==> src/osp_pkg.sv <==
// ----------------------------------------------------------------------------
// osp_pkg: shared types and constants of the one-shot phase ramp
// Beat formats of the item and result channels, register indices and the
// fixed-point widths that the payload fields settle.
// ----------------------------------------------------------------------------
package osp_pkg;

  localparam int unsigned FracBits  = 32;
  localparam int unsigned PhaseW    = FracBits + 1;
  localparam int unsigned RawW      = FracBits + 8;
  localparam int unsigned FreqW     = 32;
  localparam int unsigned ScaleW    = 40;
  localparam int unsigned ScaleLoW  = ScaleW / 2;
  localparam int unsigned ScaleHiW  = ScaleW - ScaleLoW;
  localparam int unsigned PartW     = FreqW + ScaleLoW;
  localparam int unsigned ProdW     = FreqW + ScaleW;
  localparam int unsigned IncShift  = 64 - FracBits;
  localparam int unsigned QuotW     = ProdW - IncShift;
  localparam int unsigned IncW      = QuotW + 1;
  localparam int unsigned SumW      = IncW + 1;
  localparam int unsigned CfgIdxW   = 4;

  localparam logic [CfgIdxW-1:0] RegConvScale = CfgIdxW'(0);
  localparam logic [CfgIdxW-1:0] RegLoopMode  = CfgIdxW'(1);

  localparam logic [PhaseW-1:0] PhaseOne = {1'b1, {FracBits{1'b0}}};

  typedef struct packed {
    logic                    kind;
    logic signed [FreqW-1:0] frequency;
    logic [PhaseW-1:0]       new_phase;
  } osp_in_t;

  typedef struct packed {
    logic [PhaseW-1:0] phase_out;
    logic              hit_high;
    logic              hit_low;
  } osp_out_t;

endpackage

==> src/one_shot_phase_ramp.sv <==
// ----------------------------------------------------------------------------
// one_shot_phase_ramp: phase ramp with one-shot clamping and loop wrapping
// Three-stage pipeline: two partial products of frequency and scale, the
// floored increment, then the phase update with zone events and clamping.
// ----------------------------------------------------------------------------
// Usage
//   Items arrive on the in channel (valid/ready). An advance item yields one
//   result beat on the out channel; a load item sets the phase and yields
//   none. Registers are written on the cfg channel, which is always ready;
//   write them only while no item is in flight.
//   An item passes stage 1 and stage 2 before its result is loaded into
//   the output register. Throughput is one item per cycle unless the
//   receiver stalls, set by the single add-and-saturate loop on raw_q.
//   The input side keeps accepting while a result waits, as long as a
//   pipeline stage is free; when the receiver stalls, both stages hold an
//   item and the stage 2 item is an advance, in_ready_o falls until the
//   output beat is taken. Reset clears the pipeline, both registers, the
//   raw phase (to zero) and the zone (to low).
// ----------------------------------------------------------------------------
module one_shot_phase_ramp
  import osp_pkg::*;
(
  input  logic                clk_i,
  input  logic                rst_ni,
  input  logic                in_valid_i,
  output logic                in_ready_o,
  input  osp_in_t             in_data_i,
  output logic                out_valid_o,
  input  logic                out_ready_i,
  output osp_out_t            out_data_o,
  input  logic                cfg_valid_i,
  output logic                cfg_ready_o,
  input  logic [CfgIdxW-1:0]  cfg_index_i,
  input  logic [ScaleW-1:0]   cfg_data_i
);

  localparam logic [1:0] ZoneLow  = 2'd0;
  localparam logic [1:0] ZoneHigh = 2'd1;
  localparam logic [1:0] ZoneMid  = 2'd2;

  logic [ScaleW-1:0]      conv_scale_q;
  logic                   loop_mode_q;

  logic                   s1_valid_q, s1_kind_q, s1_neg_q;
  logic [PhaseW-1:0]      s1_phase_q;
  logic [PartW-ScaleLoW+ScaleHiW-1:0] s1_pa_q;
  logic [PartW-1:0]       s1_pb_q;

  logic                   s2_valid_q, s2_kind_q;
  logic [PhaseW-1:0]      s2_phase_q;
  logic signed [IncW-1:0] s2_inc_q, s2_inc_d;

  logic signed [RawW-1:0] raw_q, raw_d;
  logic [1:0]             zone_q, zone_d;
  logic                   out_valid_q;
  osp_out_t               out_q, out_d;

  logic                   out_en, s2_go, s2_free, s1_go, s1_free, in_fire;
  logic [FreqW-1:0]       freq_bits, freq_mag;
  logic [ProdW-1:0]       prod;
  logic [QuotW-1:0]       quot;
  logic                   rem_nz;
  logic                   at_high, at_low;
  logic [PhaseW-1:0]      cur, load_phase;
  logic signed [SumW-1:0] sum;

  assign out_en     = !out_valid_q || out_ready_i;
  assign s2_go      = s2_valid_q && (s2_kind_q || out_en);
  assign s2_free    = !s2_valid_q || s2_go;
  assign s1_go      = s1_valid_q && s2_free;
  assign s1_free    = !s1_valid_q || s1_go;
  assign in_fire    = in_valid_i && s1_free;

  assign in_ready_o  = s1_free;
  assign out_valid_o = out_valid_q;
  assign out_data_o  = out_q;
  assign cfg_ready_o = 1'b1;

  assign freq_bits = in_data_i.frequency;
  assign freq_mag  = freq_bits[FreqW-1] ? (~freq_bits + FreqW'(1)) : freq_bits;

  always_comb begin
    prod     = {s1_pa_q, {ScaleLoW{1'b0}}} + {{ScaleHiW{1'b0}}, s1_pb_q};
    quot     = prod[ProdW-1:IncShift];
    rem_nz   = |prod[IncShift-1:0];
    if (s1_neg_q) begin
      s2_inc_d = $signed(~{1'b0, quot}) + $signed({{QuotW{1'b0}}, !rem_nz});
    end else begin
      s2_inc_d = $signed({1'b0, quot});
    end
  end

  always_comb begin
    at_high    = !raw_q[RawW-1] && (|raw_q[RawW-2:FracBits]);
    at_low     = raw_q[RawW-1] || (raw_q == '0);
    load_phase = (s2_phase_q >= PhaseOne) ? PhaseOne : s2_phase_q;
    out_d      = '0;
    zone_d     = zone_q;
    raw_d      = raw_q;
    cur        = raw_q[PhaseW-1:0];
    if (at_high) begin
      cur    = PhaseOne;
      zone_d = ZoneHigh;
      out_d.hit_high = (zone_q != ZoneHigh);
    end else if (at_low) begin
      cur    = '0;
      zone_d = ZoneLow;
      out_d.hit_low = (zone_q != ZoneLow);
    end else begin
      zone_d = ZoneMid;
    end
    if (loop_mode_q) begin
      cur[FracBits] = 1'b0;
    end
    out_d.phase_out = cur;
    sum = $signed({{(SumW-PhaseW){1'b0}}, cur}) + SumW'(s2_inc_q);
    if (sum[SumW-1:RawW-1] == '0 || sum[SumW-1:RawW-1] == '1) begin
      raw_d = sum[RawW-1:0];
    end else if (sum[SumW-1]) begin
      raw_d = {1'b1, {(RawW-1){1'b0}}};
    end else begin
      raw_d = {1'b0, {(RawW-1){1'b1}}};
    end
    if (s2_kind_q) begin
      raw_d = $signed({{(RawW-PhaseW){1'b0}}, load_phase});
      if (load_phase == PhaseOne) begin
        zone_d = ZoneHigh;
      end else if (load_phase == '0) begin
        zone_d = ZoneLow;
      end else begin
        zone_d = zone_q;
      end
    end
  end

  always_ff @(posedge clk_i or negedge rst_ni) begin
    if (!rst_ni) begin
      conv_scale_q <= '0;
      loop_mode_q  <= 1'b0;
      s1_valid_q   <= 1'b0;
      s2_valid_q   <= 1'b0;
      out_valid_q  <= 1'b0;
      raw_q        <= '0;
      zone_q       <= ZoneLow;
    end else begin
      if (cfg_valid_i) begin
        case (cfg_index_i)
          RegConvScale: conv_scale_q <= cfg_data_i;
          RegLoopMode:  loop_mode_q  <= cfg_data_i[0];
          default: ;
        endcase
      end
      if (s1_free) begin
        s1_valid_q <= in_valid_i;
      end
      if (s2_free) begin
        s2_valid_q <= s1_valid_q;
      end
      if (out_en) begin
        out_valid_q <= s2_valid_q && !s2_kind_q;
      end
      if (s2_go) begin
        raw_q  <= raw_d;
        zone_q <= zone_d;
      end
    end
  end

  always_ff @(posedge clk_i) begin
    if (in_fire) begin
      s1_kind_q  <= in_data_i.kind;
      s1_neg_q   <= freq_bits[FreqW-1];
      s1_phase_q <= in_data_i.new_phase;
      s1_pa_q    <= freq_mag * conv_scale_q[ScaleW-1:ScaleLoW];
      s1_pb_q    <= freq_mag * conv_scale_q[ScaleLoW-1:0];
    end
    if (s1_go) begin
      s2_kind_q  <= s1_kind_q;
      s2_phase_q <= s1_phase_q;
      s2_inc_q   <= s2_inc_d;
    end
    if (s2_go && !s2_kind_q) begin
      out_q <= out_d;
    end
  end

endmodule

==> config.mk <==
export PLATFORM = sky130hd
export DESIGN_NAME = one_shot_phase_ramp
export DESIGN_NICKNAME = d
export VERILOG_FILES = /design/src/osp_pkg.sv /design/src/one_shot_phase_ramp.sv
export SDC_FILE = /design/constraint.sdc
export NUM_CORES = 2
export LEC_CHECK = 0
export BUFFER_PORTS_ARGS = -buffer_cell sky130_fd_sc_hd__buf_2
export CAP_MARGIN = 20
export CORE_ASPECT_RATIO = 1.75
export CORE_MARGIN = 10
export CORE_UTILIZATION = 50
export DETAILED_ROUTE_END_ITERATION = 7
export PLACE_DENSITY = 0.64
export SETUP_SLACK_MARGIN = 0.2
export SKIP_LAST_GASP = 1
export SLEW_MARGIN = 20
export SYNTH_ARGS = -nofsm -noshare
export SYNTH_HDL_FRONTEND = slang
export SYNTH_SLANG_ARGS = --single-unit
export TNS_END_PERCENT = 10
==> constraint.sdc <==
create_clock -name clk_i -period 10.6 [get_ports clk_i]
set_clock_uncertainty 0.2 [all_clocks]
set_input_delay 1.59 -clock clk_i [delete_from_list [all_inputs] [get_ports clk_i]]
set_output_delay 1.59 -clock clk_i [all_outputs]
set_load 0.03 [all_outputs]
# Word-level counts from Yosys, hierarchy flattened
# Cells that the tools add are included.
[totals]
reg_bits = 335
input_bits = 115
output_inout_bits = 38
wordCells = 77
[op_classes]
addsub = 4
multipliers = 2
n_lt_le_gt_ge = 1
eq_ne = 5
muxes = 14
bitwise_logic = 3
reduce_logical = 29
[op_table]
columns = ["op", "n"]
rows = [
  ["$mux 40", 4],
  ["$mul 32x20->52", 2],
  ["$mux 33", 3],
  ["$add 72x52->72", 1],
  ["$add 34x41->42", 1],
  ["$add 41x2->41", 1],
  ["$not 40->41", 1],
  ["$logic_not 40->1", 1],
  ["$eq 33x33->1 const B", 1],
  ["$ge 33x33->1 const B", 1],
  ["$logic_not 33->1", 1],
  ["$add 32x1->32 const B", 1],
  ["$mux 32", 1],
  ["$not 32->32", 1],
  ["$reduce_or 32->1", 1],
  ["$mux 2", 5],
  ["$reduce_or 7->1", 1],
  ["$logic_and 1x1->1", 6],
  ["$logic_not 1->1", 6],
  ["$logic_or 1x1->1", 6],
  ["$reduce_and 2->1", 3],
  ["$eq 4x1->1 const B", 1],
  ["$logic_not 4->1", 1],
  ["$eq 3x3->1 const B", 1],
  ["other kinds (7)", 7],
]

# Longest topological paths before layout
[depth]
depth_word = 10
mapped_depth = 36
mapped_depth_nobuf = 35

# Worst setup path before layout
# No wires, ideal clock.
[synth_timing]
path_kind = "input-to-reg"
from = "in in_data_i[35] (netlist bit)"
to = "reg s1_pb_q[49] (data pin)"
setup_time_ns = 0.258
arrival_ns = 10.236
required_time_ns = 10.142
path_slack_ns = -0.094
cell_stages = 33
n_path_buf = 1
cell_sequence = "or4_1 > or3_4 > nor2_1 > nand2_1 > or4_1 > or3_4 > nand2_1 > xnor2_1 > clkbuf_1 > and2_1 > fa_1 > fa_1 > inv_1 > fa_1 > inv_1 > fa_1 > fa_1 > fa_1 > inv_1 > fa_1 > inv_1 > ha_1 > inv_1 > o21ai_0 > a21oi_1 > nand3_1 > a41oi_2 > nor4_1 > or4b_4 > o31a_1 > a41o_1 > or2_2 > xor2_1"
[synth_between]
elab_chain_cells = 4
[synth_lines]
columns = ["item", "line", "text"]
rows = [
  ["from (decl)", "one_shot_phase_ramp.sv:27", "input osp_in_t in_data_i,"],
  ["$not 32->32", "one_shot_phase_ramp.sv:80", "assign freq_mag = freq_bits[FreqW-1] ? (~freq_bits + FreqW'(1)) : freq_bits;"],
  ["$add 32x1->32", "one_shot_phase_ramp.sv:80", ""],
  ["$mux 32 (*)", "one_shot_phase_ramp.sv:80", ""],
  ["$mul 32x20->52 (*)", "one_shot_phase_ramp.sv:175", "s1_pb_q <= freq_mag * conv_scale_q[ScaleLoW-1:0];"],
  ["to (signal assigned)", "one_shot_phase_ramp.sv:175", ""],
  ["to (decl)", "one_shot_phase_ramp.sv:47", "logic [PartW-1:0] s1_pb_q;"],
]
# Every way passes the cells marked *; elsewhere a longest branch is shown, timed or not.
# A chain may end at the register's enable or synchronous reset.

# Worst setup path in the final report
[layout_timing]
from = "in in_data_i[42] (netlist bit)"
to = "reg s1_pb_q[49] (data pin)"
# Same word-level chain as after synthesis.

==> results.ini <==
[outcome]
run_status = completed

[floorplanning]
io_pins = 153
fp.dieH_um = 473
die_w_um = 279
num_rows = 166
start_util_pct = 50.2
core_sq_um = 117000
die_area_sq_um = 132000

[setup_path]
endpoint_kind = register
crit_type = in -> reg
critPathMaxFanout = 8
worst_setup_path_start_kind = input pin
crit_arrival_ns = 10.41
cp_common_cell = fa_1
worst_path_max_delay_cell = fa_1
worstPathRequired_ns = 10.74
worst_path_largest_cell_delay_ns = 0.61

[yosys]
ys_types = 100
syn_nets = 7790
synthTopCellsByArea = fa_1, edfxtp_1, ha_1, inv_1, and2_1
synth-seq-cells = 335
synth-seq-area-share_pct = 16.5
yosysMostFrequentCell = inv_1
yosysWarnings = 0
synth_edf_count = 249
ys.flop_type = edfxtp_1
synthTopCellsByCount = inv_1, fa_1, nand2_1
async_flop_share_pct = 25.7
avgSynthCellArea_sq_um = 9.42
synth_top_area_share_pct = 36.7
syn_area_sq_um = 58500
yosysTopAreaCell = fa_1
syn_inst = 6209

[timing]
rsz0062_at_grt = true
whs_ns = 0.220
max_freq_ghz = 0.0974
period_share_pct = 96.8
worst_slew_pin_slew_ns = 1.04
period_needed_ns = 10.27
setup_viol = 0
slew_headroom_pct = 30.1
hold_viol_final = 0
drv_slew = 0

[layout]
nFillCells = 10400
area_growth_pct = 10.4
drive_gt1_share_pct = 11.4
fin_nets = 8018
multi_input_area_sq_um = 43600
regArea_sq_um = 9650

[run]
maxCapViolations = 0

[route]
drc = 0
via_per_inst = 5.51
routedWlPerCell_um = 20.6
drtIter0Drc = 2352
via_count = 44000
postRouteAntennaNets = 0
dr.pass1.iters = 7
routed_wirelength_um = 165000

[grt]
grt-ovfl-total = 0
grt_pass1_vias = 48500
grt_first_pass_wirelength_um = 262000
antenna_found_initial = 9
grtUsageTotal_pct = 25.4
grt_start_max_net_pins = 76

[clock_network]
cts_buffers = 40
clk_pin_slew_ns = 0.06
cts_tree = yes
cts_buffer_depth = 3
h-tree-depth = 2
cts.sinks = 335
clk-insertion-delay-late_ns = 0.62
root_buffer = clkbuf_16

[placed_design]
routabilityCongestion = 0.926
io_buffers = 151
dp_hpwl_um = 132000

[hold_path]
min_path_type = reg -> reg

## critical path: cells and delay by family
family,cells,cell delay [ns]
buffers and inverters,4,0.37
and+or+nand+nor,11,2.89
AOI/OAI and AO/OA,6,1.51
adders and majority gates,8,3.69
xor gates and xnor gates,2,0.33
## final timing paths
path                                         startpoint  slack, ns                     endpoint  cells past startpoint
setup / recovery                          in_data_i[42]       0.33        s1_pb_q[49]$_DFFE_PP_                     31
hold / removal                  s1_phase_q[7]$_DFFE_PP_       0.22      s2_phase_q[7]$_DFFE_PP_                      0
setup reg to reg           conv_scale_q[11]$_DFFE_PN0P_       2.21        s1_pb_q[49]$_DFFE_PP_                     21
hold reg to reg                 s1_phase_q[7]$_DFFE_PP_       0.22      s2_phase_q[7]$_DFFE_PP_                      0
max in group asynchronous                        rst_ni       8.14      out_valid_o$_DFFE_PN0P_                      2
min in group asynchronous                        rst_ni       0.85  conv_scale_q[1]$_DFFE_PN0P_                      1
## flip-flops by register name, indices dropped and copies added (netlist names), 2 cells and up
signal        cells
conv_scale_q     40
out_data_o       35
raw_q            40
s1_pa_q          52
s1_pb_q          52
s1_phase_q       33
s2_inc_q         41
s2_phase_q       33
zone_q            2
## layout by cell type (no fill, tap or decap), drive strengths merged, types with 27 or more instances in the layout
| cell | netlist | final |
|---|---|---|
| a21o | 82 | 82 |
| a21oi | 199 | 199 |
| and2 | 721 | 721 |
| and3 | 35 | 35 |
| buf | 20 | 504 |
| clkbuf | 298 | 51 |
| dfrtp | 86 | 86 |
| edfxtp | 249 | 249 |
| fa | 1074 | 1074 |
| ha | 392 | 392 |
| inv | 1221 | 1227 |
| mux2 | 42 | 42 |
| nand2 | 785 | 785 |
| nand2b | 32 | 32 |
| nand3 | 55 | 55 |
| nand4 | 35 | 35 |
| nor2 | 117 | 117 |
| nor2b | 27 | 27 |
| nor4 | 28 | 28 |
| o211ai | 46 | 46 |
| o21ai | 172 | 172 |
| xnor2 | 162 | 162 |
| xor2 | 74 | 74 |
## metal layers
layer | GRT usage [%] | vias up | share of wire [%] | routed length [um]
met5 | 0 | - | 0.012 | 20
met2 | 47.2 | 1502 | 53 | 86800
li1 | - | 19600 | - | -
met4 | 13.3 | 4 | 5.9 | 9770
met3 | 3.64 | 519 | 5.6 | 9150
met1 | 27.6 | 22400 | 36 | 59100
## what timing repair did
item	4_1_cts	5_1_grt
buffers inserted	0	7
pin swaps	1	20
hold buffers	0	0
cloned	0	0
gates resized for setup	1	26
endpoints found under the setup margin	2	17
## cell type report
type / count / area share (%)
well taps: 1512 / 2.93
repair buffers: 504 / 5.65
clock inverters: 23 / 0.287
diodes: 2 / 0.00774
flip-flops and latches: 335 / 14.9
clock buffers: 51 / 1.64
multi-input cells: 4335 / 67.5
inverters: 1221 / 7.09
## cells by family (layout without fill, tap and decap cells)
| logic type | Yosys count | after routing | synth area share [%] |
|---|---|---|---|
| AO/OA/AOI/OAI | 670 | 670 | 7.37 |
| XOR/XNOR | 236 | 236 | 3.53 |
| adder cells (fa/ha/maj) | 1466 | 1466 | 45.1 |
| buffers and inverters | 1539 | 1799 | 9.93 |
| flip-flops | 335 | 335 | 16.5 |
| multiplexers | 45 | 45 | 0.860 |
| other | 1 | 3 | 0.00641 |
| AND/OR/NAND/NOR | 1917 | 1917 | 16.7 |
## per-stage QoR
| step | std cells | setup TNS [ns] | area, sq um | utilization, % | setup WS, ns |
|---|---|---|---|---|---|
| floorplan | 6209 | 0 | 58700 | - | 0.191 |
| global placement | 7899 | -2.17 | 63200 | 54.2 | -0.315 |
| detailed placement | 7899 | -4.24 | 63200 | 54.2 | -0.434 |
| CTS | 7973 | 0 | 64400 | 55.3 | 0.200 |
| global route | 7982 | 0 | 64600 | 55.5 | 0.0538 |
| finish | 7983 | 0 | 64600 | 55.5 | 0.335 |
Power is left out: the tool's default activity adds up to more than one toggle a clock period on the data nets, which glitch-free logic cannot reach.
